--- src/lsf_pkg.sv ---
// ============================================================================
// lsf_pkg
// Shared types and constants of the linear sieve factoriser: field widths,
// table geometry, result status codes and the sequencer state encoding.
// ============================================================================
package lsf_pkg;

    // Value and table geometry
    localparam int VAL_W       = 12;
    localparam int MAX_VALUE   = 4095;
    localparam int TBL_DEPTH   = MAX_VALUE + 1;
    localparam int TBL_AW      = $clog2(TBL_DEPTH);
    localparam int PROD_W      = 2 * VAL_W;

    // Prime store geometry and counters
    localparam int PRIME_DEPTH = 1024;
    localparam int PIDX_W      = $clog2(PRIME_DEPTH);
    localparam int SCNT_W      = $clog2(PRIME_DEPTH + 1);
    localparam int PCNT_W      = 11;
    localparam int PCNT_MAX    = (1 << PCNT_W) - 1;

    // Results per query
    localparam int MAX_RESULTS = 11;
    localparam int KCNT_W      = $clog2(MAX_RESULTS);

    // Operation codes
    localparam logic OP_BUILD  = 1'b0;
    localparam logic OP_FACTOR = 1'b1;

    // Result status codes
    localparam int STAT_W = 3;
    localparam logic [STAT_W-1:0] ST_FACTOR    = 3'd0;
    localparam logic [STAT_W-1:0] ST_BUILT     = 3'd1;
    localparam logic [STAT_W-1:0] ST_ONE       = 3'd2;
    localparam logic [STAT_W-1:0] ST_RANGE     = 3'd3;
    localparam logic [STAT_W-1:0] ST_NOT_BUILT = 3'd4;

    typedef struct packed {
        logic             operation;
        logic [VAL_W-1:0] value;
    } in_item_t;

    typedef struct packed {
        logic [STAT_W-1:0] status;
        logic [VAL_W-1:0]  factor;
        logic [PCNT_W-1:0] prime_count;
        logic              last;
    } out_item_t;

    // One table entry: smallest prime factor and the cofactor value/spf
    typedef struct packed {
        logic [VAL_W-1:0] spf;
        logic [VAL_W-1:0] cof;
    } spf_entry_t;

    typedef struct packed {
        logic              valid;
        out_item_t         item;
    } emit_t;

    typedef struct packed {
        logic              we;
        logic [TBL_AW-1:0] waddr;
        spf_entry_t        wdata;
        logic [TBL_AW-1:0] raddr;
    } tbl_req_t;

    typedef struct packed {
        logic              we;
        logic [PIDX_W-1:0] waddr;
        logic [VAL_W-1:0]  wdata;
        logic [PIDX_W-1:0] raddr;
    } pr_req_t;

    typedef enum logic [3:0] {
        S_IDLE,
        S_CLEAR,
        S_SIEVE_RD,
        S_SIEVE_CHK,
        S_PRIME_RD,
        S_MUL,
        S_STRIKE,
        S_BUILD_DONE,
        S_REJECT,
        S_F_RD,
        S_F_CHK
    } seq_state_t;

endpackage

--- src/lsf_outreg.sv ---
// ============================================================================
// lsf_outreg
// Output register of the result channel: holds one result while the
// receiver stalls and frees the sequencer as soon as the slot empties.
// ============================================================================
module lsf_outreg
    import lsf_pkg::*;
(
    input  logic      clk,
    input  logic      rst_n,
    input  emit_t     emit,
    output logic      out_free,
    output logic      out_valid,
    input  logic      out_stall,
    output out_item_t out_data
);

    logic      out_valid_reg;
    logic      out_valid_next;
    out_item_t out_data_reg;
    out_item_t out_data_next;

    assign out_free = !out_valid_reg || !out_stall;

    // Load a new result when the slot is empty or being transferred
    always_comb
    begin
        out_valid_next = out_valid_reg;
        out_data_next  = out_data_reg;
        if (out_free)
        begin
            out_valid_next = emit.valid;
            if (emit.valid)
            begin
                out_data_next = emit.item;
            end
        end
    end

    always_ff @(posedge clk or negedge rst_n)
    begin
        if (!rst_n)
        begin
            out_valid_reg <= 1'b0;
        end
        else
        begin
            out_valid_reg <= out_valid_next;
        end
    end

    always_ff @(posedge clk)
    begin
        out_data_reg <= out_data_next;
    end

    assign out_valid = out_valid_reg;
    assign out_data  = out_data_reg;

endmodule

--- config.mk ---
export PLATFORM = sky130hd
export DESIGN_NAME = lsf_outreg
export DESIGN_NICKNAME = d
export VERILOG_FILES = /design/src/lsf_pkg.sv /design/src/lsf_outreg.sv
export SDC_FILE = /design/constraint.sdc
export NUM_CORES = 1
export LEC_CHECK = 0
export ABC_AREA = 1
export BUFFER_PORTS_ARGS = -buffer_cell sky130_fd_sc_hd__buf_4
export CORE_MARGIN = 10
export CORE_UTILIZATION = 39
export CTS_CLUSTER_SIZE = 14
export DETAILED_ROUTE_END_ITERATION = 7
export HOLD_SLACK_MARGIN = 0.02
export PLACE_DENSITY_LB_ADDON = 0.3
export SLEW_MARGIN = 0
export SYNTH_ARGS = -nofsm -noshare
export SYNTH_HDL_FRONTEND = slang
export SYNTH_SLANG_ARGS = --single-unit
--- constraint.sdc ---
create_clock -name clk -period 2.5 [get_ports clk]
set_input_delay 0 -clock clk [delete_from_list [all_inputs] [get_ports clk]]
set_output_delay 0 -clock clk [all_outputs]
set_load 0.02 [all_outputs]
### Yosys cells after proc, flatten, opt, wreduce, memory -nomap -nowiden

Cells that the tools add are included.

* output and inout bits: 29
* flip-flop bits (word level): 28

* reductions and logical operators: 4

Operators by type and width (number)
* 1-bit zero test: 2
* 2-bit AND reduction: 1
* 1-bit logical OR: 1

### Longest topological paths before layout

* word-level depth: 3
* depth in mapped cells: 2
* mapped depth without buffers: 2

### Worst setup path after synthesis

Ideal clock, no wire load.

* path kind: register to register
* start point: register out_valid_reg, in the netlist out_valid
* end point: register out_data_reg (netlist bit out_data[0]), enable pin
* buffers on the path: 0
* clock period less this slack: 2.277 ns
* arrival: 1.857 ns
* stages on the path, launching flop included: 2
* path slack: 0.223 ns
* setup time: 0.420 ns
* required time: 2.080 ns
* cell sequence: dfrtp_1 > a21oi_1

* word-level cells in the longest chain between the ends: 3

RTL lines
* start, declared: RTL line lsf_outreg.sv:18 `logic out_valid_reg;`
* start signal, assigned: RTL line lsf_outreg.sv:48 `out_valid_reg <= out_valid_next;`
* 1-bit zero test: RTL line lsf_outreg.sv:23 `assign out_free = !out_valid_reg || !out_stall;`
* 1-bit logical OR: RTL line lsf_outreg.sv:23
* 2-bit AND reduction (no source line)
* end signal, assigned: RTL line lsf_outreg.sv:54 `out_data_reg <= out_data_next;`
* end, declared: RTL line lsf_outreg.sv:20 `out_item_t out_data_reg;`

Every way passes these cells.
A chain may end at the register's enable or synchronous reset.

### Worst setup path after layout

* start point: register out_valid_reg, in the netlist out_valid
* end point: register out_data_reg (netlist bit out_data[15]), enable pin

The elaborated chain is that of the path after synthesis.

==> reports/metrics.cfg <==
[clock_network]
cts_root_buf = clkbuf_4
cts_buffer_depth = 2
numCtsBuffers = 3
post_cts_buffers = 0
cts_sinks = 28
clk_latency_ns = 0.33
cts_tree = done
htreeDepth = 1
cts.clk_slew.worst_paths_ns = 0.15

[worst_setup_path]
cp-endpoint = out_data[15]
critical_path_arrival_ns = 1.66
crit_type = reg2reg
regToRegSetupSlack_ns = 0.89
worstSetupStartpoint = out_valid
worstPathCellList = a21oi_2, buf_4
crit_buf_inv = 1
crit_slowest_cell = a21oi_2
cp_top_family = compound AO/OA/AOI/OAI gates
endpoint_kind = flop
max_stage_delay_ns = 0.54
path_max_fanout = 15
path_depth = 2
critPathRequiredTime_ns = 2.55
r2r_end = out_data[15]
r2r_cells = 2
crit-reg2reg-launch = out_valid
setup.worst_path.start_class = flop

[global_routing]
grt_pass1_wl_um = 4098
grt_pass1_vias = 756
antenna_found_initial = 0
gr-usage-all-layers_pct = 12.67
grt_start_max_net_pins = 17
overflow = 0

[floorplanning]
start_util_pct = 42.14
dieArea_um2 = 4454
die_x_um = 66.74
rows = 16
die-height_um = 66.74
core_area_um2 = 2022
ios = 60

[routing]
drt-total-wl_um = 2740
ant_nets = 0
vias_per_cell = 4.188
drt-pass1-iter-count = 4
post_drt_wl_per_cell_um = 17.79
num_vias = 645
drcViolationCount = 0
drt-initial-drc-count = 6

[final_layout]
regArea_um2 = 835.8
antennaDiodeCount = 0
fin_nets = 159
final.fill_count = 90
largest_register_ffs = 27
postLayoutCoreUtil_pct = 84.22
drive_gt1_share_pct = 51.18
area_growth_pct = 99.85
multi_input_area_um2 = 16.27

[sta]
clock_skew_ns = 0.002744
timing_hold_violations_final = 0
fmax_mhz = 621.8
drv_slew = 0
fin_crit_ns = 1.608
rsz0062_at_grt = no
final-setup-viol-count = 0
tns_ns = 0
min_period_over_period_pct = 64.33
setup_slack_ns = 0.8918
slew_headroom_pct = 55.11
worst_pin_slew_ns = 0.6734

[placed_design]
dp_slack_ns = 0.9008
placement.io_buffers = 59
place_congestion = 0.6796

[synth]
syn_avg_cell_area_um2 = 26.63
yosys_warnings = 0
syn_nets = 63
synth_cells = 32
seq_area_frac_synth_pct = 98.09
netlist_area_um2 = 852.1
yosysUniqueCellTypes = 5
ys_seq_elements = 28

[min_path]
hp-class = in2reg
hold_depth = 2

[pwr]
ir_worst_vdd_uv = 463.3
power_density_nw_per_um2 = 596.9
p_leak_nw = 0.7251

[outcome]
status = finished clean

[run]
max_cap_viol_count = 0

metal layers:
metal / vias to the layer above / global-route usage, % / wire length, um
li1: 312 / - / -
met5: - / 0 / 0
met3: 5 / 7.191 / 303
met1: 295 / 10.39 / 805
met4: 0 / 3.927 / 29
met2: 33 / 24.41 / 1602
cells by family after synthesis:
group                  share of synthesized area [%]
AND/OR/NAND/NOR                               0.8814
flip-flops                                     98.09
buffers and inverters                         0.4401
AO/OA/AOI/OAI                                 0.5868
cell usage after synthesis:
cell type	n	area share, %
dfrtp_1	1	2.9
nand2_1	2	0.88
edfxtp_1	27	95
inv_1	1	0.44
a21oi_1	1	0.59
cell usage in the layout (no fill, tap or decap):
cell type	n
edfxtp_1	27
a21oi_2	1
buf_4	60
nand2_1	2
inv_1	1
bufinv_16	1
clkbuf_4	3
dlygate4sd3_1	31
dfrtp_1	1
how the worst min path moves through the flow:
stage,from,endpoint
after global placement,rst_n,out_valid
after CTS,out_stall,out_data[2]
final,out_stall,out_data[21]
after floorplan,rst_n,out_valid
after global routing,out_stall,out_data[21]
after detailed placement,rst_n,out_valid
repair_timing:
action / 4_1_cts / 5_1_grt
endpoints found under the hold margin: 29 / 0
endpoints found under the setup margin: 0 / 0
hold buffers: 31 / 0
resized for setup: 0 / 0
report_power, final:
group | internal (W) | switching [W] | leakage (nW)
Sequential | 0.000545 | 0.00000827 | 0.268
Combinational | 0.0000936 | 0.0000727 | 0.429
Clock | 0.000162 | 0.000134 | 0.0279
through the flow:
| step | instances | hold slack [ns] | total power [W] | area [um^2] |
|---|---|---|---|---|
| after floorplan | 32 | -0.2956 | 0.0006077 | 852.1 |
| after global placement | 119 | -0.2245 | 0.0006858 | 1340 |
| after detailed placement | 119 | -0.2212 | 0.0006894 | 1340 |
| after CTS | 154 | 0.1120 | 0.001011 | 1703 |
| after global routing | 154 | 0.09790 | 0.001055 | 1703 |
| final | 154 | 0.1054 | 0.001017 | 1703 |
layout make-up:
class,instances,area share [%]
Multi-Input combinational cell,3,0.9552
Inverter,1,0.2204
Sequential cell,28,49.08
Clock inverter,1,1.763
Clock buffer,3,1.323
Timing Repair Buffer,91,44.67
Tap cell,27,1.984
Power figures use the tool's default switching activity.
