File: src/lsf_ram.sv
// ============================================================================
// lsf_ram
// Simple dual-port synchronous RAM: one write port, one registered read port.
// ============================================================================
module lsf_ram #(
    parameter int DEPTH = 16,
    parameter int WIDTH = 8
) (
    input  logic                     clk,
    input  logic                     we,
    input  logic [$clog2(DEPTH)-1:0] waddr,
    input  logic [WIDTH-1:0]         wdata,
    input  logic [$clog2(DEPTH)-1:0] raddr,
    output logic [WIDTH-1:0]         rdata
);

    logic [WIDTH-1:0] mem [DEPTH];
    logic [WIDTH-1:0] rdata_reg;

    // Write port
    always_ff @(posedge clk)
    begin
        if (we)
        begin
            mem[waddr] <= wdata;
        end
    end

    // Registered read port
    always_ff @(posedge clk)
    begin
        rdata_reg <= mem[raddr];
    end

    assign rdata = rdata_reg;

endmodule

File: config.mk
export PLATFORM = sky130hd
export DESIGN_NAME = lsf_ram
export DESIGN_NICKNAME = d
export VERILOG_FILES = /design/src/lsf_ram.sv
export SDC_FILE = /design/constraint.sdc
export NUM_CORES = 1
export LEC_CHECK = 0
export BUFFER_PORTS_ARGS = -buffer_cell sky130_fd_sc_hd__buf_2
export CAP_MARGIN = 0
export CORE_MARGIN = 4
export CORE_UTILIZATION = 68
export CTS_BUF_LIST = sky130_fd_sc_hd__clkbuf_8
export DETAILED_ROUTE_END_ITERATION = 10
export GPL_TIMING_DRIVEN = 0
export PLACE_DENSITY = 0.93
export REMOVE_ABC_BUFFERS = 1
export SLEW_MARGIN = 20
export SYNTH_ARGS = -nofsm -noshare
export SYNTH_HDL_FRONTEND = slang
export SYNTH_SLANG_ARGS = --single-unit
File: constraint.sdc
create_clock -name clk -period 3.1 [get_ports clk]
set_clock_uncertainty 0.2 [all_clocks]
set_input_delay 0.31 -clock clk [delete_from_list [all_inputs] [get_ports clk]]
set_output_delay 0.31 -clock clk [all_outputs]
set_load 0.005 [all_outputs]
======== Word level (Yosys, flattened, before mapping) ========
Memories as Yosys holds them, arrays and structs flattened. A register that Yosys moved wholly into a read port is not among the register bits.
Cells that the tools add are included.
word-level totals
  register bits after elaboration ......... 0
  bits in writable memories ............... 128
  bits of input ports ..................... 18
  memories kept ........................... 1
operators by class
  mux-type cells .......................... 2
memory list
  name  depth  width  rd ports  clocked after memory_dff  write ports  line  text
  mem   16     8      1         1                         1            17    logic [WIDTH-1:0] mem [DEPTH];
operators with widths
  cell               number
  two-way mux 1 bit  2

======== Longest topological paths before layout ========
Gate-level depths: netlist of the first run.
  depth in word-level cells ............... 2
  depth in mapped cells ................... 5
  depth with buffers taken out ............ 3

======== Worst setup path after synthesis of the first run ========
OpenSTA, ideal clock, no wires.
  path kind ............................... input port to flip-flop
  start ................................... in waddr[2]
  end ..................................... mem mem[0][0], enable pin
  library setup time ...................... 383 ps
  arrival ................................. 1420 ps
  required time ........................... 2517 ps
  path slack .............................. 1097 ps
  stages .................................. 2
  cell sequence ........................... or3b_2 nor3_1
RTL lines
  what             line  text
  start, declared  11    input logic [$clog2(DEPTH)-1:0] waddr,
  end, declared    17
Straight into the memory's write port.

==> results.toml, run 1 <==
[floorplanning]
rows = 31
die_h_microns = 95.0
initial_utilization_pct = 70.6
die_width_microns = 95.0
floorplan_core_area_sq_um = 7290
num_io_pins = 26
die_area_sq_um = 9030

[global_routing]
grt_max_degree = 33
grt_usage_pct = 23.0
grt_antenna_before_repair = 0
globalRoute.totalOverflow = 0
grt_first_pass_wirelength_microns = 14100
grt_pass1_vias = 2516

[yosys]
yosys_register_bits = 136
yosysMostFrequentCell = "sky130_fd_sc_hd__edfxtp_1"
synthFlopType = "sky130_fd_sc_hd__edfxtp_1"
synth_enable_flop_cells = 128
syn_area_sq_um = 5150
synthCells = 229
synth_top_cells_by_area = "sky130_fd_sc_hd__edfxtp_1, sky130_fd_sc_hd__mux4_2, sky130_fd_sc_hd__mux4_1, sky130_fd_sc_hd__dfxtp_1, sky130_fd_sc_hd__a22oi_1"
synthDominantAreaCellType = "sky130_fd_sc_hd__edfxtp_1"
postSynthAreaPerCell_sq_um = 22.5
synth_seq_area_share_pct = 77.8
post-synth-top-area-fraction_pct = 74.7
synth_cell_type_count = 19
yosysWarningCount = 0
ys_top_cells_by_count = "sky130_fd_sc_hd__edfxtp_1, sky130_fd_sc_hd__mux4_2, sky130_fd_sc_hd__a22oi_1, sky130_fd_sc_hd__mux4_1, sky130_fd_sc_hd__nor2_1"
async_flop_share_pct = 0

[worst_setup_path]
critical_setup_path_kind = "in -> reg"
crit_arrival_ns = 2.17
cp_data_required_time_ns = 3.20
cp-start-kind = "primary input"
end_kind = "register"
critical_path.startpoint = "raddr[0]"
critPathMaxFanout = 32
critical_path.reg2reg.startpoint = "mem[2][0]$_DFFE_PP_"

[finish]
antenna_cells_inserted = 0
largest_register_ffs = 128
fin_nets = 281
post_route_cells_drive_above_1_share_pct = 26.5
syn_to_final_growth_pct = 9.89
finalCoreUtilization_pct = 77.6

[clock_tree]
cts_hold_buf = 0
ctsRootBufferMaster = "sky130_fd_sc_hd__clkbuf_8"
cts-root-to-sink-buffers = 2
cts_num_sinks = 136
cts_resized = 0
cts_buffers = 17
cts_tree = "done"
h_tree_levels = 4
clk_pin_slew_ns = 0.07
worst_skew_pair.late_latency_ns = 0.42
cts_setup_buffers = 0

[sta]
finalSetupTns_ns = 0
finalSetupViolCount = 0
ratio_of_final_minimum_period_to_clock_period_pct = 67.0
max_freq_mhz = 482
final.min_clock_period_ns = 2.08
slew_headroom_pct = 30.6
worstMarginPinSlew_ns = 1.04
setup_repair_after_global_routing_missed_its_margin = "no"
hold_viol = 0
drv_slew = 0

[power]
power_density_relative_to_cell_area_nw_per_um2 = 611
power.static_leakage_uw = 0.00187
vdd.ir_drop.worst_v = 0.000584

[place]
io_buffers = 25
dp_hpwl_microns = 5660
gp_congestion = 0.747

[drt]
via_count = 2359
drt-total-wl_microns = 9120
drt_first_iter_violations = 145
drcViolationCount = 0
number_of_detailed_routing_iterations_run_before_antenna_repair = 4
antenna_left = 0
wl_per_cell_microns = 24.4
avgViaCountPerCell = 6.31

[outcome]
outcome = "completed"

[hold_path]
holdCritStartpoint = "wdata[0]"
worstHoldPathType = "in -> reg"

[run]
max_cap_viol_count = 0
kinds of logic after synthesis:
kind of cell	synth area share, %
flip-flops	77.8
AND/OR/NAND/NOR	3.18
multiplexers	15.0
AO/OA/AOI/OAI	2.33
buffers and inverters	1.68
through the flow:
stage               worst slack [ns]  hold WS [ns]  power (uW)  cells  instance area, sq um
floorplan                       1.10         0.209        2190    219                  5060
global placement               0.472         0.451        2270    343                  5310
detailed placement             0.609         0.467        2280    343                  5330
CTS                             1.02        0.0586        3460    374                  5660
global route                   0.905        0.0487        3570    374                  5660
finish                          1.02        0.0756        3450    374                  5660
power breakdown:
part	internal (uW)	total [uW]	switching, uW	leakage, uW
clock network	602	1210	611	0.000169
logic	73.0	174	101	0.000475
registers	2050	2070	12.9	0.00122
cell type report:
type / instances / area, sq um
clock buffer: 17 / 234
clock inverter: 14 / 92.6
fill: 419 / 1640
multi-input combinational: 83 / 1080
sequential: 136 / 4000
tap: 99 / 124
timing repair buffer: 25 / 125
cells in the final DEF (no fill, tap or decap):
cell type	Yosys	final
sky130_fd_sc_hd__nor2b_1	1	1
sky130_fd_sc_hd__clkbuf_8	0	17
sky130_fd_sc_hd__nor3_2	0	4
sky130_fd_sc_hd__nand3_1	1	1
sky130_fd_sc_hd__nand2b_1	2	2
sky130_fd_sc_hd__dfxtp_1	8	8
sky130_fd_sc_hd__inv_1	0	1
sky130_fd_sc_hd__edfxtp_1	128	128
sky130_fd_sc_hd__nand2_1	9	9
sky130_fd_sc_hd__and2b_1	1	1
sky130_fd_sc_hd__mux4_1	14	14
sky130_fd_sc_hd__buf_2	3	25
sky130_fd_sc_hd__bufinv_16	0	1
sky130_fd_sc_hd__a22oi_1	16	16
sky130_fd_sc_hd__mux4_2	18	18
sky130_fd_sc_hd__clkinv_1	0	5
sky130_fd_sc_hd__or3b_2	1	1
sky130_fd_sc_hd__nand3b_1	2	2
sky130_fd_sc_hd__clkinv_2	0	5
sky130_fd_sc_hd__and2_1	1	1
sky130_fd_sc_hd__clkinvlp_4	0	2
sky130_fd_sc_hd__nor2_1	13	13
final timing paths:
kind | to | slack [ns] | cells past startpoint
max reg2reg | rdata[0]$_DFF_P_ | 1.47 | 3
min | mem[2][0]$_DFFE_PP_ | 0.08 | 1
min reg2reg | rdata[2]$_DFF_P_ | 0.49 | 3
max | rdata[0]$_DFF_P_ | 1.02 | 4
critical path, stage by stage:
cell and delay, ns:
sky130_fd_sc_hd__buf_2 0.75, sky130_fd_sc_hd__mux4_1 0.69, sky130_fd_sc_hd__a22oi_1 0.26, sky130_fd_sc_hd__nand2_1 0.11
routing by layer:
metal	vias to the layer above	global-route usage [%]	part of all wire, %
li1	1043	-	-
met1	1207	30.4	39
met2	100	37.5	52
met3	9	7.01	7.9
met4	0	6.97	1.1
met5	-	0	0
No activity file was read; power rests on OpenSTA's default activity.
==> run 2: changes to the inputs <==
--- a/config.mk
+++ b/config.mk
@@ -8,11 +8,11 @@
 export BUFFER_PORTS_ARGS = -buffer_cell sky130_fd_sc_hd__buf_2
 export CAP_MARGIN = 0
 export CORE_MARGIN = 4
-export CORE_UTILIZATION = 68
+export CORE_UTILIZATION = 57
 export CTS_BUF_LIST = sky130_fd_sc_hd__clkbuf_8
 export DETAILED_ROUTE_END_ITERATION = 10
 export GPL_TIMING_DRIVEN = 0
-export PLACE_DENSITY = 0.93
+export PLACE_DENSITY = 0.84
 export REMOVE_ABC_BUFFERS = 1
 export SLEW_MARGIN = 20
 export SYNTH_ARGS = -nofsm -noshare
==> constraint.sdc (replaced) <==
create_clock -name clk -period 1.7 [get_ports clk]
set_clock_uncertainty 0.2 [all_clocks]
set_input_delay 0.17 -clock clk [delete_from_list [all_inputs] [get_ports clk]]
set_output_delay 0.17 -clock clk [all_outputs]
set_load 0.005 [all_outputs]
==> results.toml, run 2 (synthesized netlist as in run 1, its figures left out) <==
[finish]
finalCoreUtilization_pct = 65.9
largest_register_ffs = 128
most_common_cell_after_layout_fill_and_taps_aside = "sky130_fd_sc_hd__edfxtp_1"
antenna_cells_inserted = 0
fin_nets = 291
post_route_cells_drive_above_1_share_pct = 26.3
final_cell_mix = "sky130_fd_sc_hd__edfxtp_1, sky130_fd_sc_hd__buf_2, sky130_fd_sc_hd__mux4_2"
syn_to_final_growth_pct = 12.2

[clock_tree]
ctsRootBufferMaster = "sky130_fd_sc_hd__clkbuf_8"
cts_num_sinks = 136
cts_setup_buffers = 0
cts_tree = "done"
clk_pin_slew_ns = 0.07
h_tree_levels = 4
cts-root-to-sink-buffers = 2
cts_buffers = 17
worst_skew_pair.late_latency_ns = 0.42

[sta]
slew_headroom_pct = 38.7
drv_slew = 0
hold_viol = 0
finalSetupViolCount = 0
hold_ws_ns = 0.0258
ratio_of_final_minimum_period_to_clock_period_pct = 95.8
setup_repair_after_global_routing_missed_its_margin = "no"
final.min_clock_period_ns = 1.63
max_freq_mhz = 614
worstMarginPinSlew_ns = 0.916

[worst_setup_path]
cp_data_required_time_ns = 1.55
rr_worst_depth = 3
crit_arrival_ns = 1.48
end_kind = "register"
critical_setup_path_kind = "in -> reg"
critical_path.startpoint = "waddr[2]"
reg2reg_to = "rdata[2]$_DFF_P_"
critical_path.reg2reg.startpoint = "mem[9][2]$_DFFE_PP_"
r2r_setup_slack_ns = 0.11
critical_path.endpoint = "mem[2][4]$_DFFE_PP_"
cp-start-kind = "primary input"
critPathMaxFanout = 8

[place]
gp_congestion = 0.737
io_buffers = 25
dp_hpwl_microns = 5570

[run]
max_cap_viol_count = 0

[floorplanning]
num_io_pins = 26
initial_utilization_pct = 58.7
rows = 34
die_width_microns = 103
die_h_microns = 103
die_area_sq_um = 10600
floorplan_core_area_sq_um = 8760

[drt]
drt_first_iter_violations = 265
antenna_left = 0
drcViolationCount = 0
via_count = 2410
drt-total-wl_microns = 9170
number_of_detailed_routing_iterations_run_before_antenna_repair = 4
wl_per_cell_microns = 23.3
avgViaCountPerCell = 6.13

[hold_path]
worstHoldPathType = "in -> reg"

[global_routing]
grt_max_degree = 33
grt_pass1_vias = 2497
grt_first_pass_wirelength_microns = 14100
grt_usage_pct = 19.2
grt_antenna_before_repair = 1
globalRoute.totalOverflow = 0

[outcome]
outcome = "completed"

[power]
power_uw = 6340
power_density_relative_to_cell_area_nw_per_um2 = 1100
vdd.ir_drop.worst_v = 0.000550
power.static_leakage_uw = 0.00192
run 2: cell types whose count changed in the layout (fill, tap and decap cells not counted), sizes merged:
cell,before,now
clkinv,10,7
dlygate4sd3,0,9
buf,25,26
inv,1,3
clkinvlp,2,3
run 2: cell type report:
class | count | area (sq um)
fill | 547 | 2990
timing repair buffer | 35 | 225
clock buffer | 17 | 234
clock inverter | 14 | 95.1
sequential | 136 | 4000
multi-input combinational | 83 | 1080
tap | 108 | 135
run 2: worst min path at each step:
stage | start | end | slack, ns | cells after the start
global placement | rdata[5]$_DFF_P_ | rdata[5] | 0.35 | 1
floorplan | wdata[0] | mem[0][0]$_DFFE_PP_ | 0.07 | 0
detailed placement | rdata[5]$_DFF_P_ | rdata[5] | 0.35 | 1
finish | waddr[0] | mem[4][3]$_DFFE_PP_ | 0.03 | 2
CTS | waddr[0] | mem[4][3]$_DFFE_PP_ | 0.004 | 2
global route | waddr[0] | mem[4][3]$_DFFE_PP_ | 0.02 | 2
run 2: worst max-delay path: stages:
cell and delay [ns]:
sky130_fd_sc_hd__buf_2 0.12, sky130_fd_sc_hd__or3b_2 0.53, sky130_fd_sc_hd__nor2_1 0.66
run 2: where the power goes:
group / internal (uW) / total, uW / switching [uW]
clock network: 1100 / 2240 / 1130
logic: 148 / 338 / 190
registers: 3750 / 3770 / 19.3
total: 4990 / 6340 / 1340
run 2: metal layers:
metal	GRT usage, %	vias up	wire (microns)
li1	-	1057	-
met1	26.6	1230	3730
met2	29.6	105	4620
met3	5.21	16	646
met4	7.77	2	159
met5	0	-	13
run 2: what timing repair did:
action	in CTS	in global routing
cloned	0	0
gates resized for setup	1	1
hold buffers	9	0
endpoints found under the hold margin	131	0
endpoints found under the setup margin	8	2
run 2: metrics by stage:
stage	worst slack (ns)	std cells	cell area, sq um	TNS [ns]
2_1_floorplan	-0.163	219	5060	-1.30
3_3_place_gp	-0.739	352	5320	-33.03
3_5_place_dp	-0.720	353	5350	-25.66
4_1_cts	0.0692	393	5770	0
5_1_grt	0.0195	393	5770	0
6_report	0.0717	393	5770	0
==> run 3: changes to the inputs <==
--- a/config.mk
+++ b/config.mk
@@ -7,12 +7,14 @@
 export LEC_CHECK = 0
 export BUFFER_PORTS_ARGS = -buffer_cell sky130_fd_sc_hd__buf_2
 export CAP_MARGIN = 0
+export CELL_PAD_IN_SITES_DETAIL_PLACEMENT = 1
+export CELL_PAD_IN_SITES_GLOBAL_PLACEMENT = 1
 export CORE_MARGIN = 4
-export CORE_UTILIZATION = 57
+export CORE_UTILIZATION = 50
 export CTS_BUF_LIST = sky130_fd_sc_hd__clkbuf_8
 export DETAILED_ROUTE_END_ITERATION = 10
 export GPL_TIMING_DRIVEN = 0
-export PLACE_DENSITY = 0.84
+export PLACE_DENSITY = 0.85
 export REMOVE_ABC_BUFFERS = 1
 export SLEW_MARGIN = 20
 export SYNTH_ARGS = -nofsm -noshare
==> results.toml, run 3 (synthesized netlist as in run 1, its figures left out) <==
[floorplanning]
die_area_sq_um = 12000
initial_utilization_pct = 51.9
floorplan_core_area_sq_um = 9910
num_io_pins = 26
die_h_microns = 109
die_width_microns = 109
rows = 36

[place]
io_buffers = 25
dp_hpwl_microns = 6470
gp_congestion = 0.692
placed_cells = 377

[worst_setup_path]
critPathMaxFanout = 8
crit_arrival_ns = 1.49
critical_path_buf_inv_count = 1
crit_path_top_delay_cell = "sky130_fd_sc_hd__nor2_1"
cpLargestDelayFamily = "simple AND/OR/NAND/NOR gates"
timing.critical_path.cells = "buf_2, or3b_2, nor2_1"
critical_setup_path_kind = "in -> reg"
end_kind = "register"
critical-path-max-stage-delay_ns = 0.68
cp-start-kind = "primary input"
cp_data_required_time_ns = 1.56

[sta]
slew_headroom_pct = 39.3
ratio_of_final_minimum_period_to_clock_period_pct = 96.2
max_freq_mhz = 611
worstMarginPinSlew_ns = 0.906
hold_viol = 0
setup_repair_after_global_routing_missed_its_margin = "no"
hold_ws_ns = 0.0616
final.min_clock_period_ns = 1.64
drv_slew = 0
finalSetupViolCount = 0

[global_routing]
grt_first_pass_wirelength_microns = 15700
grt_antenna_before_repair = 1
globalRoute.totalOverflow = 0
grt_usage_pct = 19.4
grt_pass1_vias = 2611
grt_max_degree = 33

[finish]
antenna_cells_inserted = 0
finalCoreUtilization_pct = 59.3
most_common_cell_after_layout_fill_and_taps_aside = "sky130_fd_sc_hd__edfxtp_1"
final_cell_mix = "sky130_fd_sc_hd__edfxtp_1, sky130_fd_sc_hd__buf_2, sky130_fd_sc_hd__clkbuf_8"
largest_register_ffs = 128
stdcell_count = 417
fin_nets = 289
post_route_cells_drive_above_1_share_pct = 28.2
syn_to_final_growth_pct = 14.1
nFillCells = 858

[drt]
drt-total-wl_microns = 10300
wl_per_cell_microns = 24.8
avgViaCountPerCell = 5.80
drt_first_iter_violations = 131
antenna_left = 0
drcViolationCount = 0
via_count = 2418
number_of_detailed_routing_iterations_run_before_antenna_repair = 4

[run]
max_cap_viol_count = 0

[hold_path]
worstHoldPathType = "in -> reg"

[power]
power_uw = 6770
vdd.ir_drop.worst_v = 0.000477
power_density_relative_to_cell_area_nw_per_um2 = 1150
power.static_leakage_uw = 0.00194

[clock_tree]
cts_tree = "done"
h_tree_levels = 4
clk_pin_slew_ns = 0.08
ctsRootBufferMaster = "sky130_fd_sc_hd__clkbuf_8"
cts-root-to-sink-buffers = 2
cts_buffers = 17
cts_setup_buffers = 0
cts_num_sinks = 136
worst_skew_pair.late_latency_ns = 0.43

[outcome]
outcome = "completed"
[run 3: changes by cell type in the layout (fill, tap and decap cells not counted)]
cell,before,now
sky130_fd_sc_hd__inv_1,3,1
sky130_fd_sc_hd__clkinv_2,4,2
sky130_fd_sc_hd__a22oi_2,0,1
sky130_fd_sc_hd__nor2_1,12,13
sky130_fd_sc_hd__clkbuf_8,17,21
sky130_fd_sc_hd__bufinv_16,1,2
sky130_fd_sc_hd__nor2_2,1,0
sky130_fd_sc_hd__buf_6,0,1
sky130_fd_sc_hd__clkinv_1,3,0
sky130_fd_sc_hd__clkinv_4,0,3
sky130_fd_sc_hd__dlygate4sd3_1,9,8
sky130_fd_sc_hd__buf_4,2,0
sky130_fd_sc_hd__a22oi_1,16,15
[run 3: area by class of cell]
type                    count  area (sq um)  share of cell area [%]
flip-flops and latches    136          4000                    68.1
multi-input cells          83          1080                    18.4
clock buffers              21           289                    4.92
repair buffers             33           211                    3.60
well taps                 133           166                    2.83
clock inverters            11           123                    2.09
[run 3: report_power, final]
group | switching, uW | leakage [uW] | internal [uW]
registers | 19.9 | 0.00122 | 3750
logic | 203 | 0.000511 | 148
clock network | 1200 | 0.000205 | 1460
[run 3: path summary, 6_finish.rpt]
kind                              from                   to  slack (ns)  depth (start not counted)
hold / removal                waddr[0]  mem[0][7]$_DFFE_PP_        0.06                          2
hold reg to reg   mem[14][6]$_DFFE_PP_     rdata[6]$_DFF_P_        0.48                          3
setup / recovery              waddr[2]  mem[2][2]$_DFFE_PP_        0.06                          3
setup reg to reg   mem[0][5]$_DFFE_PP_     rdata[5]$_DFF_P_        0.07                          3
[run 3: timing repair]
item	CTS	global route
hold endpoints to repair	128	0
endpoints found under the setup margin	8	1
resized for setup	1	2
hold buffers	8	0
[run 3: worst register-to-register path, delay by kind of cell, from the launching register on]
family	cells	cell delay [ns]
flip-flops	1	0.37
AO/OA/AOI/OAI	1	0.30
multiplexers	1	0.49
AND/OR/NAND/NOR	1	0.15
[run 3: metrics by stage]
stage	worst slack [ns]	cell area [sq um]	setup TNS, ns
finish	0.0644	5880	0
floorplan	-0.163	5060	-1.30
CTS	0.0625	5870	0
global placement	-0.724	5350	-29.67
global route	0.0247	5880	0
detailed placement	-0.756	5370	-27.43
[run 3: metal layers]
| layer | up-vias | global-route usage, % | routed length (microns) |
|---|---|---|---|
| met5 | - | 0 | 13 |
| met4 | 2 | 8.10 | 157 |
| met3 | 14 | 4.64 | 662 |
| met2 | 89 | 31.0 | 5360 |
| met1 | 1254 | 25.7 | 4140 |
| li1 | 1059 | - | - |
