### config.mk
export PLATFORM = sky130hd
export DESIGN_NAME = lsf_seq
export DESIGN_NICKNAME = d
export VERILOG_FILES = /design/src/lsf_pkg.sv /design/src/lsf_seq.sv
export SDC_FILE = /design/constraint.sdc
export NUM_CORES = 1
export LEC_CHECK = 0
export ABC_CLOCK_PERIOD_IN_PS = 6900
export BUFFER_PORTS_ARGS = -buffer_cell sky130_fd_sc_hd__buf_2
export CORE_ASPECT_RATIO = 2
export CORE_MARGIN = 2
export CORE_UTILIZATION = 34
export CTS_CLUSTER_DIAMETER = 50
export DETAILED_ROUTE_END_ITERATION = 10
export GPL_TIMING_DRIVEN = 0
export HOLD_SLACK_MARGIN = 0.15
export SYNTH_ARGS = -nofsm -noshare
export SYNTH_HDL_FRONTEND = slang
export SYNTH_SLANG_ARGS = --single-unit
export TNS_END_PERCENT = 1
### constraint.sdc
create_clock -name clk -period 6.9 [get_ports clk]
set_clock_uncertainty 0.05 [all_clocks]
set_input_delay 1.38 -clock clk [delete_from_list [all_inputs] [get_ports clk]]
set_output_delay 1.38 -clock clk [all_outputs]
set_load 0.01 [all_outputs]
### src/lsf_pkg.sv
// ============================================================================
// lsf_pkg
// Shared types and constants of the linear sieve factoriser: field widths,
// table geometry, result status codes and the sequencer state encoding.
// ============================================================================
package lsf_pkg;

    // Value and table geometry
    localparam int VAL_W       = 12;
    localparam int MAX_VALUE   = 4095;
    localparam int TBL_DEPTH   = MAX_VALUE + 1;
    localparam int TBL_AW      = $clog2(TBL_DEPTH);
    localparam int PROD_W      = 2 * VAL_W;

    // Prime store geometry and counters
    localparam int PRIME_DEPTH = 1024;
    localparam int PIDX_W      = $clog2(PRIME_DEPTH);
    localparam int SCNT_W      = $clog2(PRIME_DEPTH + 1);
    localparam int PCNT_W      = 11;
    localparam int PCNT_MAX    = (1 << PCNT_W) - 1;

    // Results per query
    localparam int MAX_RESULTS = 11;
    localparam int KCNT_W      = $clog2(MAX_RESULTS);

    // Operation codes
    localparam logic OP_BUILD  = 1'b0;
    localparam logic OP_FACTOR = 1'b1;

    // Result status codes
    localparam int STAT_W = 3;
    localparam logic [STAT_W-1:0] ST_FACTOR    = 3'd0;
    localparam logic [STAT_W-1:0] ST_BUILT     = 3'd1;
    localparam logic [STAT_W-1:0] ST_ONE       = 3'd2;
    localparam logic [STAT_W-1:0] ST_RANGE     = 3'd3;
    localparam logic [STAT_W-1:0] ST_NOT_BUILT = 3'd4;

    typedef struct packed {
        logic             operation;
        logic [VAL_W-1:0] value;
    } in_item_t;

    typedef struct packed {
        logic [STAT_W-1:0] status;
        logic [VAL_W-1:0]  factor;
        logic [PCNT_W-1:0] prime_count;
        logic              last;
    } out_item_t;

    // One table entry: smallest prime factor and the cofactor value/spf
    typedef struct packed {
        logic [VAL_W-1:0] spf;
        logic [VAL_W-1:0] cof;
    } spf_entry_t;

    typedef struct packed {
        logic              valid;
        out_item_t         item;
    } emit_t;

    typedef struct packed {
        logic              we;
        logic [TBL_AW-1:0] waddr;
        spf_entry_t        wdata;
        logic [TBL_AW-1:0] raddr;
    } tbl_req_t;

    typedef struct packed {
        logic              we;
        logic [PIDX_W-1:0] waddr;
        logic [VAL_W-1:0]  wdata;
        logic [PIDX_W-1:0] raddr;
    } pr_req_t;

    typedef enum logic [3:0] {
        S_IDLE,
        S_CLEAR,
        S_SIEVE_RD,
        S_SIEVE_CHK,
        S_PRIME_RD,
        S_MUL,
        S_STRIKE,
        S_BUILD_DONE,
        S_REJECT,
        S_F_RD,
        S_F_CHK
    } seq_state_t;

endpackage

### src/lsf_seq.sv
// ============================================================================
// lsf_seq
// Sequencer of the factoriser: clears and sieves the factor table through
// its RAM port, keeps the prime store, and walks the table for queries.
// ============================================================================
module lsf_seq
    import lsf_pkg::*;
(
    input  logic             clk,
    input  logic             rst_n,
    input  logic             in_valid,
    output logic             in_stall,
    input  in_item_t         in_data,
    input  logic [VAL_W-1:0] sieve_limit,
    output emit_t            emit,
    input  logic             out_free,
    output tbl_req_t         tbl_req,
    input  spf_entry_t       tbl_rdata,
    output pr_req_t          pr_req,
    input  logic [VAL_W-1:0] pr_rdata
);

    seq_state_t          state_reg,       state_next;
    logic [VAL_W-1:0]    lim_reg,         lim_next;
    logic [VAL_W-1:0]    built_limit_reg, built_limit_next;
    logic [VAL_W-1:0]    idx_reg,         idx_next;
    logic [SCNT_W-1:0]   stored_reg,      stored_next;
    logic [SCNT_W-1:0]   j_reg,           j_next;
    logic [VAL_W-1:0]    spf_i_reg,       spf_i_next;
    logic [VAL_W-1:0]    p_reg,           p_next;
    logic [PROD_W-1:0]   prod_reg,        prod_next;
    logic [KCNT_W-1:0]   k_reg,           k_next;
    logic [STAT_W-1:0]   stat_reg,        stat_next;

    logic                accept;
    logic [VAL_W-1:0]    lim_clamped;
    logic [PCNT_W-1:0]   count_sat;
    logic                fact_last;

    assign in_stall = (state_reg != S_IDLE);
    assign accept   = in_valid && !in_stall;

    // Clamp the configured limit into the sieve range
    always_comb
    begin
        if (sieve_limit < VAL_W'(2))
        begin
            lim_clamped = VAL_W'(2);
        end
        else if ({1'b0, sieve_limit} > (VAL_W + 1)'(MAX_VALUE))
        begin
            lim_clamped = VAL_W'(MAX_VALUE);
        end
        else
        begin
            lim_clamped = sieve_limit;
        end
    end

    assign count_sat = (int'(stored_reg) > PCNT_MAX) ? PCNT_W'(PCNT_MAX)
                                                     : PCNT_W'(stored_reg);
    assign fact_last = (tbl_rdata.cof == VAL_W'(1))
                       || (k_reg == KCNT_W'(MAX_RESULTS - 1));

    // Next state, memory requests and results
    always_comb
    begin
        state_next       = state_reg;
        lim_next         = lim_reg;
        built_limit_next = built_limit_reg;
        idx_next         = idx_reg;
        stored_next      = stored_reg;
        j_next           = j_reg;
        spf_i_next       = spf_i_reg;
        p_next           = p_reg;
        prod_next        = prod_reg;
        k_next           = k_reg;
        stat_next        = stat_reg;

        tbl_req.we       = 1'b0;
        tbl_req.waddr    = TBL_AW'(idx_reg);
        tbl_req.wdata    = '0;
        tbl_req.raddr    = TBL_AW'(idx_reg);
        pr_req.we        = 1'b0;
        pr_req.waddr     = PIDX_W'(stored_reg);
        pr_req.wdata     = idx_reg;
        pr_req.raddr     = PIDX_W'(j_reg);

        emit             = '0;

        case (state_reg)
            S_IDLE:
            begin
                if (accept)
                begin
                    if (in_data.operation == OP_BUILD)
                    begin
                        lim_next    = lim_clamped;
                        idx_next    = '0;
                        stored_next = '0;
                        state_next  = S_CLEAR;
                    end
                    else if (built_limit_reg == '0)
                    begin
                        stat_next  = ST_NOT_BUILT;
                        state_next = S_REJECT;
                    end
                    else if (in_data.value == '0 || in_data.value > built_limit_reg)
                    begin
                        stat_next  = ST_RANGE;
                        state_next = S_REJECT;
                    end
                    else if (in_data.value == VAL_W'(1))
                    begin
                        stat_next  = ST_ONE;
                        state_next = S_REJECT;
                    end
                    else
                    begin
                        idx_next   = in_data.value;
                        k_next     = '0;
                        state_next = S_F_RD;
                    end
                end
            end

            // Zero the table entries up to the limit, one a cycle
            S_CLEAR:
            begin
                tbl_req.we = 1'b1;
                if (idx_reg == lim_reg)
                begin
                    idx_next   = VAL_W'(2);
                    state_next = S_SIEVE_RD;
                end
                else
                begin
                    idx_next = idx_reg + VAL_W'(1);
                end
            end

            S_SIEVE_RD:
            begin
                state_next = S_SIEVE_CHK;
            end

            // An untouched entry is a prime: mark it and store it
            S_SIEVE_CHK:
            begin
                if (tbl_rdata.spf == '0)
                begin
                    tbl_req.we        = 1'b1;
                    tbl_req.wdata.spf = idx_reg;
                    tbl_req.wdata.cof = VAL_W'(1);
                    spf_i_next        = idx_reg;
                    if (int'(stored_reg) < PRIME_DEPTH)
                    begin
                        pr_req.we   = 1'b1;
                        stored_next = stored_reg + SCNT_W'(1);
                    end
                end
                else
                begin
                    spf_i_next = tbl_rdata.spf;
                end
                j_next     = '0;
                state_next = S_PRIME_RD;
            end

            S_PRIME_RD:
            begin
                if (j_reg >= stored_reg)
                begin
                    if (idx_reg == lim_reg)
                    begin
                        state_next = S_BUILD_DONE;
                    end
                    else
                    begin
                        idx_next   = idx_reg + VAL_W'(1);
                        state_next = S_SIEVE_RD;
                    end
                end
                else
                begin
                    state_next = S_MUL;
                end
            end

            S_MUL:
            begin
                p_next     = pr_rdata;
                prod_next  = PROD_W'(idx_reg) * PROD_W'(pr_rdata);
                state_next = S_STRIKE;
            end

            // Strike i*p with p as its smallest factor, stop at spf(i) or past the limit
            S_STRIKE:
            begin
                if (prod_reg > PROD_W'(lim_reg) || p_reg == spf_i_reg)
                begin
                    if (prod_reg <= PROD_W'(lim_reg))
                    begin
                        tbl_req.we        = 1'b1;
                        tbl_req.waddr     = TBL_AW'(prod_reg);
                        tbl_req.wdata.spf = p_reg;
                        tbl_req.wdata.cof = idx_reg;
                    end
                    if (idx_reg == lim_reg)
                    begin
                        state_next = S_BUILD_DONE;
                    end
                    else
                    begin
                        idx_next   = idx_reg + VAL_W'(1);
                        state_next = S_SIEVE_RD;
                    end
                end
                else
                begin
                    tbl_req.we        = 1'b1;
                    tbl_req.waddr     = TBL_AW'(prod_reg);
                    tbl_req.wdata.spf = p_reg;
                    tbl_req.wdata.cof = idx_reg;
                    j_next            = j_reg + SCNT_W'(1);
                    state_next        = S_PRIME_RD;
                end
            end

            S_BUILD_DONE:
            begin
                emit.valid            = 1'b1;
                emit.item.status      = ST_BUILT;
                emit.item.prime_count = count_sat;
                emit.item.last        = 1'b1;
                if (out_free)
                begin
                    built_limit_next = lim_reg;
                    state_next       = S_IDLE;
                end
            end

            S_REJECT:
            begin
                emit.valid       = 1'b1;
                emit.item.status = stat_reg;
                emit.item.last   = 1'b1;
                if (out_free)
                begin
                    state_next = S_IDLE;
                end
            end

            S_F_RD:
            begin
                state_next = S_F_CHK;
            end

            // Emit the smallest factor and move on to the cofactor; a bad entry ends as out of range
            S_F_CHK:
            begin
                emit.valid = 1'b1;
                if (tbl_rdata.spf < VAL_W'(2))
                begin
                    emit.item.status = ST_RANGE;
                    emit.item.last   = 1'b1;
                    if (out_free)
                    begin
                        state_next = S_IDLE;
                    end
                end
                else
                begin
                    emit.item.status = ST_FACTOR;
                    emit.item.factor = tbl_rdata.spf;
                    emit.item.last   = fact_last;
                    if (out_free)
                    begin
                        if (fact_last)
                        begin
                            state_next = S_IDLE;
                        end
                        else
                        begin
                            idx_next   = tbl_rdata.cof;
                            k_next     = k_reg + KCNT_W'(1);
                            state_next = S_F_RD;
                        end
                    end
                end
            end

            default:
            begin
                state_next = S_IDLE;
            end
        endcase
    end

    // Control state
    always_ff @(posedge clk or negedge rst_n)
    begin
        if (!rst_n)
        begin
            state_reg       <= S_IDLE;
            built_limit_reg <= '0;
            stored_reg      <= '0;
        end
        else
        begin
            state_reg       <= state_next;
            built_limit_reg <= built_limit_next;
            stored_reg      <= stored_next;
        end
    end

    // Working registers
    always_ff @(posedge clk)
    begin
        lim_reg   <= lim_next;
        idx_reg   <= idx_next;
        j_reg     <= j_next;
        spf_i_reg <= spf_i_next;
        p_reg     <= p_next;
        prod_reg  <= prod_next;
        k_reg     <= k_next;
        stat_reg  <= stat_next;
    end

    // An accepted item always occupies the sequencer in the next cycle
    a_accept_busy: assert property (@(posedge clk) disable iff (!rst_n)
        accept |=> in_stall)
        else $error("item accepted but sequencer not busy");

    // A query never walks past the result limit
    a_k_bound: assert property (@(posedge clk) disable iff (!rst_n)
        state_reg == S_F_CHK |-> k_reg <= KCNT_W'(MAX_RESULTS - 1))
        else $error("factor count beyond limit");

    // Strike writes stay inside the sieved range
    a_strike_range: assert property (@(posedge clk) disable iff (!rst_n)
        state_reg == S_STRIKE && tbl_req.we |-> prod_reg <= PROD_W'(lim_reg))
        else $error("strike outside limit");

    // Only factor results can be followed by further results
    a_nonfactor_last: assert property (@(posedge clk) disable iff (!rst_n)
        emit.valid && emit.item.status != ST_FACTOR |-> emit.item.last)
        else $error("non-factor result without last");

    // A finished build leaves the table marked as built
    a_built_mark: assert property (@(posedge clk) disable iff (!rst_n)
        emit.valid && out_free && emit.item.status == ST_BUILT
        |=> built_limit_reg >= VAL_W'(2))
        else $error("build done but limit not recorded");

endmodule

Word-level counts from Yosys, hierarchy flattened
Index checks and enable logic that the tools add are counted. W data, S select, Z words.

Flip-flop bits (word level): 117. Input port bits: 65. Output and inout port bits: 111.

Add/sub/neg operators: 4. $mul: 1. Order comparisons: 7. Equal/unequal tests: 34. Multiplexer cells: 63. Bitwise operators: 1. Reduce and logical (&&, ||, !) cells: 24.

Operators by type and width (number): $mux W12 (16); $mux W37 (2); $mux W11 (6); $mux W4 (15); $pmux W12 S5 (1); $pmux W24 S2 (1); $pmux W11 S2 (2); $pmux W4 S10 (1); $logic_not A12 Y1 (3); $ne A2 B2 Y1 const B (15); $eq A12 B1 Y1 const B (2); $eq A12 B12 Y1 (2); $gt A24 B12 Y1 (1); $le A24 B12 Y1 (1); $lt A12 B2 Y1 const B (2); $mul A12 B12 Y24 (1); $mux W24 (1); $add A11 B1 Y11 const B (2); $eq A4 B3 Y1 const B (4); $eq A4 B4 Y1 const B (4); $mux W3 (5); $add A12 B1 Y12 const B (1); $gt A12 B12 Y1 (1); $ne A3 B3 Y1 const B (4); 27 further kinds (41).

Longest topological paths before layout
Gate-level depths: netlist of the first run.

Depth in word-level cells: 7. Gate-level depth with buffers: 21.

Worst setup path after synthesis of the first run
Ideal clock, no wire load.

Path type: input-to-reg. From: input pr_rdata[5]. To: register prod_reg[23] (data pin). Arrival: 6020 ps. Slack: 570 ps. Cell stages on the path: 17. Buffers on the path: 1. Cells stage by stage: clkbuf_1 -> nand2_1 -> fa_1 -> fa_1 -> fa_1 -> inv_1 -> fa_1 -> inv_1 -> fa_1 -> inv_1 -> ha_1 -> or4_4 -> o221ai_2 -> nand4_1 -> a311o_1 -> a21oi_2 -> xnor2_1.

Longest elaborated chain between the ends: 1.

Ends and longest elaborated chain: start, declared (RTL line lsf_seq.sv:20) `input logic [VAL_W-1:0] pr_rdata`; $mul A12 B12 Y24 (RTL line lsf_seq.sv:193) `prod_next = PROD_W'(idx_reg) * PROD_W'(pr_rdata);`; end signal, assigned (RTL line lsf_seq.sv:325) `prod_reg <= prod_next;`; end, declared (RTL line lsf_seq.sv:31) `logic [PROD_W-1:0] prod_reg, prod_next;`.

Every way passes these cells. A chain may end at the register's enable or synchronous reset.

Worst setup path after layout of the first run
From: input pr_rdata[8]. To: register prod_reg[23] (data pin).

Same word-level chain as after synthesis.

==> flow_summary_export.csv, run 1 <==
group,metric,value,unit
outcome,status,"completed",
layout,nets,1722,
floorplanning,start_util,34.3,%
route,first_iter_violations,481,
critical_path,slowest_delay,0.57,ns
timing,finalSetupTns,0,ns
floorplanning,die_w,137,um
yosys,synthCells,1259,
global_route,grt.overflow.total,0,
timing,rsz0062_at_grt,"false",
timing,worst_slack,0.239,ns
critical_path,crit_fanout,10,
floorplanning,io-pin-count,176,
timing,period_minus_slack,6.66,ns
global_route,track_usage,21.8,%
floorplanning,fp-row-count,97,
route,vias,9842,
timing,maxSlewViolCount,0,
cts,hold_buffers,0,
place,gp_congestion,0.911,
critical_path,critical_path.startpoint_type,"input port",
timing,slew_headroom,21.4,%
route,final_antenna_net_count,0,
timing,tightest_slew,1.18,ns
yosys,synthDistinctLibCells,70,
yosys,synth_edf_count,90,
timing,fin_hold_ws,0.460,ns
layout,largest_reg_flops,24,
floorplanning,core-area,0.0348,sq mm
timing,period_share,96.5,%
route,wl,39000,um
yosys,synth_area,0.0119,sq mm
layout,layout-drive-gt1-share,21.2,%
critical_path,cp.required,7.03,ns
timing,setup_viol,0,
floorplanning,dieHeight,269,um
global_route,grt_first_pass_wirelength,58700,um
yosys,ys_ff_latch,117,
route,viasPerCell,5.14,
layout,diodes,0,
yosys,avgSynthCellArea,9.48,sq um
route,drtPass1Iterations,4,
cts,cts.sinks,117,
yosys,ys_dominant_reg_cell,"edfxtp_1",
place,dp_slack,-0.235,ns
layout,synthToLayoutAreaGrowth,17.5,%
cts,cts_tree,"built",
timing,fmax,150,MHz
critical_path,worstPathArrival,6.79,ns
global_route,grt_pass1_vias,10500,
cts,cts-root-buf,"clkbuf_16",
cts,ctsHtreeMaxLevel,4,
job,maxCapViolCount,0,
hold_path,hold_class,"reg2reg",
critical_path,cp_common_cell,"fa_1",
timing,hold_viol,0,
cts,clk_pin_slew_worst_paths,0.06,ns
cts,clockBufferDepth,2,
cts,clock_latency,0.44,ns
place,hpwl,33000,um
critical_path,path_cells,"buf_2 -> clkbuf_1 -> nand2_1 -> fa_1 -> fa_1 -> fa_1 -> inv_1 -> fa_1 -> inv_1 -> fa_1 -> inv_1 -> ha_1 -> or4_4 -> o221ai_2 -> nand4_1 -> a311o_1 -> a21oi_2 -> xnor2_1",
yosys,ys_seq_area_share,28.3,%
floorplanning,die-area,0.0367,sq mm
yosys,syn_nets,1526,
cts,cts_made_buffers,17,
route,drcViolationCount,0,
yosys,async_flop_share,23.1,%
critical_path,r2r_slack,0.28,ns
critical_path,critical_path_class,"in2reg",
global_route,antenna_found_initial,0,
critical_path,setup.worst_path.end_class,"flip-flop",
yosys,yosys_warnings,0,
critical_path,slowest_stage,"or4_4",
global_route,grt_max_degree,31,
place,portBuffers,175,
route,avgRoutedWirePerCell,20.4,um
==> worst paths after layout <==
check | from | endpoint | cells after the start
setup / recovery | pr_rdata[8] | prod_reg[23]$_DFFE_PP_ | 18
hold / removal | built_limit_reg[1]$_DFFE_PN0P_ | built_limit_reg[1]$_DFFE_PN0P_ | 2
setup reg to reg | idx_reg[7]$_DFFE_PP_ | prod_reg[23]$_DFFE_PP_ | 18
hold reg to reg | built_limit_reg[1]$_DFFE_PN0P_ | built_limit_reg[1]$_DFFE_PN0P_ | 2
max in group asynchronous | rst_n | state_reg[2]$_DFFE_PN0P_ | 1
min in group asynchronous | rst_n | built_limit_reg[5]$_DFFE_PN0P_ | 1
==> layout by cell type (no fill, tap or decap), types with 7 or more instances in the layout <==
master	instances
xor2_1	17
nor4_1	13
o21ai_0	43
clkbuf_16	17
a22oi_1	12
dfrtp_1	27
clkbuf_1	37
buf_2	184
clkbuf_2	7
nand2_1	133
nand3_1	23
fa_1	100
xnor2_1	51
nand4_1	20
mux2_4	9
edfxtp_1	90
nor3_1	25
and2_1	69
a21oi_1	29
a22o_1	12
ha_1	102
a21o_1	24
buf_4	39
and3_1	22
nor2_1	57
inv_1	181
==> per-stage QoR <==
stage	util, %	std cells	area, sq um
floorplan	-	1259	11900
global placement	38.4	1879	13400
detailed placement	38.5	1882	13400
CTS	40.2	1912	14000
global route	40.3	1913	14000
finish	40.3	1913	14000
==> cell families (layout without fill, tap and decap cells) <==
family                     Yosys count  in the layout  synth area share (%)
DFF                                117            117                  28.3
xor gates and xnor gates            68             68                  4.99
adders and majority gates          202            202                  27.5
buffers and inverters              279            488                  9.92
AOI/OAI and AO/OA                  171            171                  9.55
and+or+nand+nor                    405            405                  17.9
muxes                               17             17                  1.85
==> cells in the mapped netlist, types with 20 or more instances <==
| cell type | instances | share of area (%) |
|---|---|---|
| edfxtp_1 | 90 | 23 |
| and2_1 | 69 | 3.6 |
| nand3_1 | 23 | 0.96 |
| dfrtp_1 | 27 | 5.7 |
| a21oi_1 | 29 | 1.2 |
| inv_1 | 181 | 5.7 |
| o21ai_0 | 44 | 1.8 |
| nand2_1 | 133 | 4.2 |
| clkbuf_1 | 51 | 1.6 |
| buf_4 | 32 | 2.0 |
| fa_1 | 100 | 17 |
| nor2_1 | 58 | 1.8 |
| ha_1 | 102 | 11 |
| xnor2_1 | 51 | 3.7 |
| nand4_1 | 20 | 1.0 |
| nor3_1 | 25 | 1.0 |
| and3_1 | 22 | 1.2 |
| a21o_1 | 24 | 1.5 |
==> per-layer routing <==
layer,routed length (um),share of wire (%),vias up,global-route usage (%)
met2,22000,56,312,43.0
met1,13000,33,4849,20.1
li1,-,-,4559,-
met3,1490,3.8,122,2.86
met4,2490,6.4,0,14.3
met5,0,0,-,0
==> area by class of cell <==
cell class                 instances  area (sq um)
clock buffer                      17           425
inverter                         181           679
timing repair buffer             184           953
fill                            3476         20800
multi-input combinational        863          7390
sequential                       117          3380
tap                              445           557
buffer                            91           488
clock inverter                    15           153
==> critical path: cells and delay by family <==
family                     cells  cell delay [ns]
adders and majority gates      6             2.81
and+or+nand+nor                3             0.97
AOI/OAI and AO/OA              3             0.78
buffers and inverters          5             0.77
xor gates and xnor gates       1             0.07
==> repair_timing <==
action,4_1_cts,5_1_grt
gates resized for setup,0,16
setup endpoints to repair,2,6
buffers inserted,0,6
Power of run 1 is left out: the tool's default activity adds up to more than one toggle a clock period on the data nets, which glitch-free logic cannot reach.
==> run 2: changes to the inputs <==
- CORE_UTILIZATION: 34 -> 55
- PLACE_DENSITY: unset -> 0.77
==> run 2 against run 1 <==
  * Setup slack got worse by 0.11 ns
  * Largest cell class unchanged
  * Via count increased by 3.4%
  * Register-to-register slack got worse by 0.15 ns
==> flow_summary_export.csv, run 2 (synthesized netlist as in run 1, its figures left out) <==
group,metric,value,unit
outcome,status,"completed",
global_route,antenna_found_initial,0,
layout,diodes,0,
layout,layout-drive-gt1-share,20.3,%
route,drcViolationCount,0,
global_route,grt_first_pass_wirelength,55300,um
place,hpwl,29800,um
critical_path,critical_path_class,"reg2reg",
cts,post_cts_buffers,0,
critical_path,worstPathArrival,6.89,ns
route,viasPerCell,5.84,
timing,setup_viol,0,
critical_path,path_cells,"clkbuf_1 -> clkbuf_1 -> and2_1 -> fa_1 -> fa_1 -> fa_1 -> fa_1 -> inv_1 -> fa_1 -> inv_1 -> ha_1 -> and3_1 -> o21ai_0 -> a21oi_1 -> nor3_1 -> nor2_1 -> a221oi_1 -> xnor2_1",
critical_path,path_buf_inv,4,
global_route,grt.overflow.total,0,
timing,tightest_slew,1.28,ns
timing,fmax,148,MHz
cts,cts_made_buffers,17,
floorplanning,dieHeight,212,um
floorplanning,io-pin-count,176,
layout,layout_common_cells,"buf_2 (183), inv_1 (181), nand2_1 (133)",
cts,clock_latency,0.43,ns
layout,largest_reg_flops,24,
route,drtPass1Iterations,6,
timing,period_share,98.2,%
hold_path,hold_class,"reg2reg",
route,vias,10200,
route,wl,36500,um
critical_path,setup.worst_path.end_class,"flip-flop",
cts,cts_tree,"built",
cts,clk_pin_slew_worst_paths,0.06,ns
critical_path,cp_common_cell,"fa_1",
floorplanning,fp-row-count,76,
job,maxCapViolCount,0,
layout,synthToLayoutAreaGrowth,15.4,%
timing,slew_headroom,14.0,%
global_route,track_usage,32.8,%
route,avgRoutedWirePerCell,21.0,um
critical_path,critical_path.startpoint_type,"flip-flop",
layout,utilization,64.4,%
cts,cts.sinks,117,
route,final_antenna_net_count,0,
layout,nets,1722,
critical_path,slowest_stage,"clkbuf_1",
critical_path,cp.required,7.01,ns
global_route,grt_pass1_vias,10400,
place,portBuffers,175,
timing,rsz0062_at_grt,"true",
floorplanning,die_w,108,um
global_route,grt_max_degree,30,
floorplanning,core-area,0.0214,sq mm
timing,maxSlewViolCount,0,
layout,mostFrequentLayoutCell,"buf_2",
critical_path,slowest_delay,0.61,ns
cts,cts-root-buf,"clkbuf_16",
route,first_iter_violations,776,
critical_path,crit_fanout,10,
timing,period_minus_slack,6.77,ns
timing,hold_viol,0,
floorplanning,start_util,55.8,%
cts,clockBufferDepth,2,
floorplanning,die-area,0.0230,sq mm
place,gp_congestion,1.00,
cts,ctsHtreeMaxLevel,4,
critical_path,path_delay_family,"adder cells",
## run 2: worst register-to-register path: cells and delay by family (launching register included)
kind	cells	cell delay, ns
and+or+nand+nor	4	0.99
DFF	1	0.43
xor gates and xnor gates	1	0.14
AOI/OAI and AO/OA	3	0.60
adders and majority gates	6	2.99
buffers and inverters	4	1.30
## run 2: path summary, 6_finish.rpt
kind | start | endpoint | slack [ns] | depth (start not counted)
setup / recovery | idx_reg[3]$_DFFE_PP_ | prod_reg[22]$_DFFE_PP_ | 0.13 | 18
hold / removal | built_limit_reg[8]$_DFFE_PN0P_ | built_limit_reg[8]$_DFFE_PN0P_ | 0.46 | 2
setup reg to reg | idx_reg[3]$_DFFE_PP_ | prod_reg[22]$_DFFE_PP_ | 0.13 | 18
hold reg to reg | built_limit_reg[8]$_DFFE_PN0P_ | built_limit_reg[8]$_DFFE_PN0P_ | 0.46 | 2
max in group asynchronous | rst_n | state_reg[2]$_DFFE_PN0P_ | 5.40 | 1
min in group asynchronous | rst_n | built_limit_reg[6]$_DFFE_PN0P_ | 0.93 | 1
## run 2: layer usage
layer | wire (um) | vias up | GRT usage [%]
met5 | 0 | - | 0
met4 | 2430 | 0 | 21.3
li1 | - | 4560 | -
met1 | 11700 | 4985 | 31.6
met3 | 2200 | 136 | 4.45
met2 | 20200 | 491 | 62.9
## run 2: what timing repair did
action,in CTS,in global routing
hold buffers,0,0
gates resized for setup,0,7
endpoints found under the setup margin,0,3
## run 2: stage by stage
step	setup TNS, ns	setup slack, ns	cells	hold slack (ns)	cell area [sq um]
finish	0	0.127	1741	0.460	13800
detailed placement	-0.412	-0.193	1710	0.451	13200
global placement	-0.174	-0.101	1707	0.443	13200
global route	-0.0308	-0.0308	1741	0.491	13800
CTS	0	0.0451	1742	0.462	13800
floorplan	0	0.570	1259	0.422	11900
## run 2: cell type report
type,count,area [sq um]
fillers,1843,7620
multi-input cells,863,7390
flip-flops and latches,117,3380
repair buffers,178,911
inverters,181,679
plain buffers,97,505
clock buffers,22,464
well taps,273,342
clock inverters,10,108
Power of run 2 is left out for the same reason.
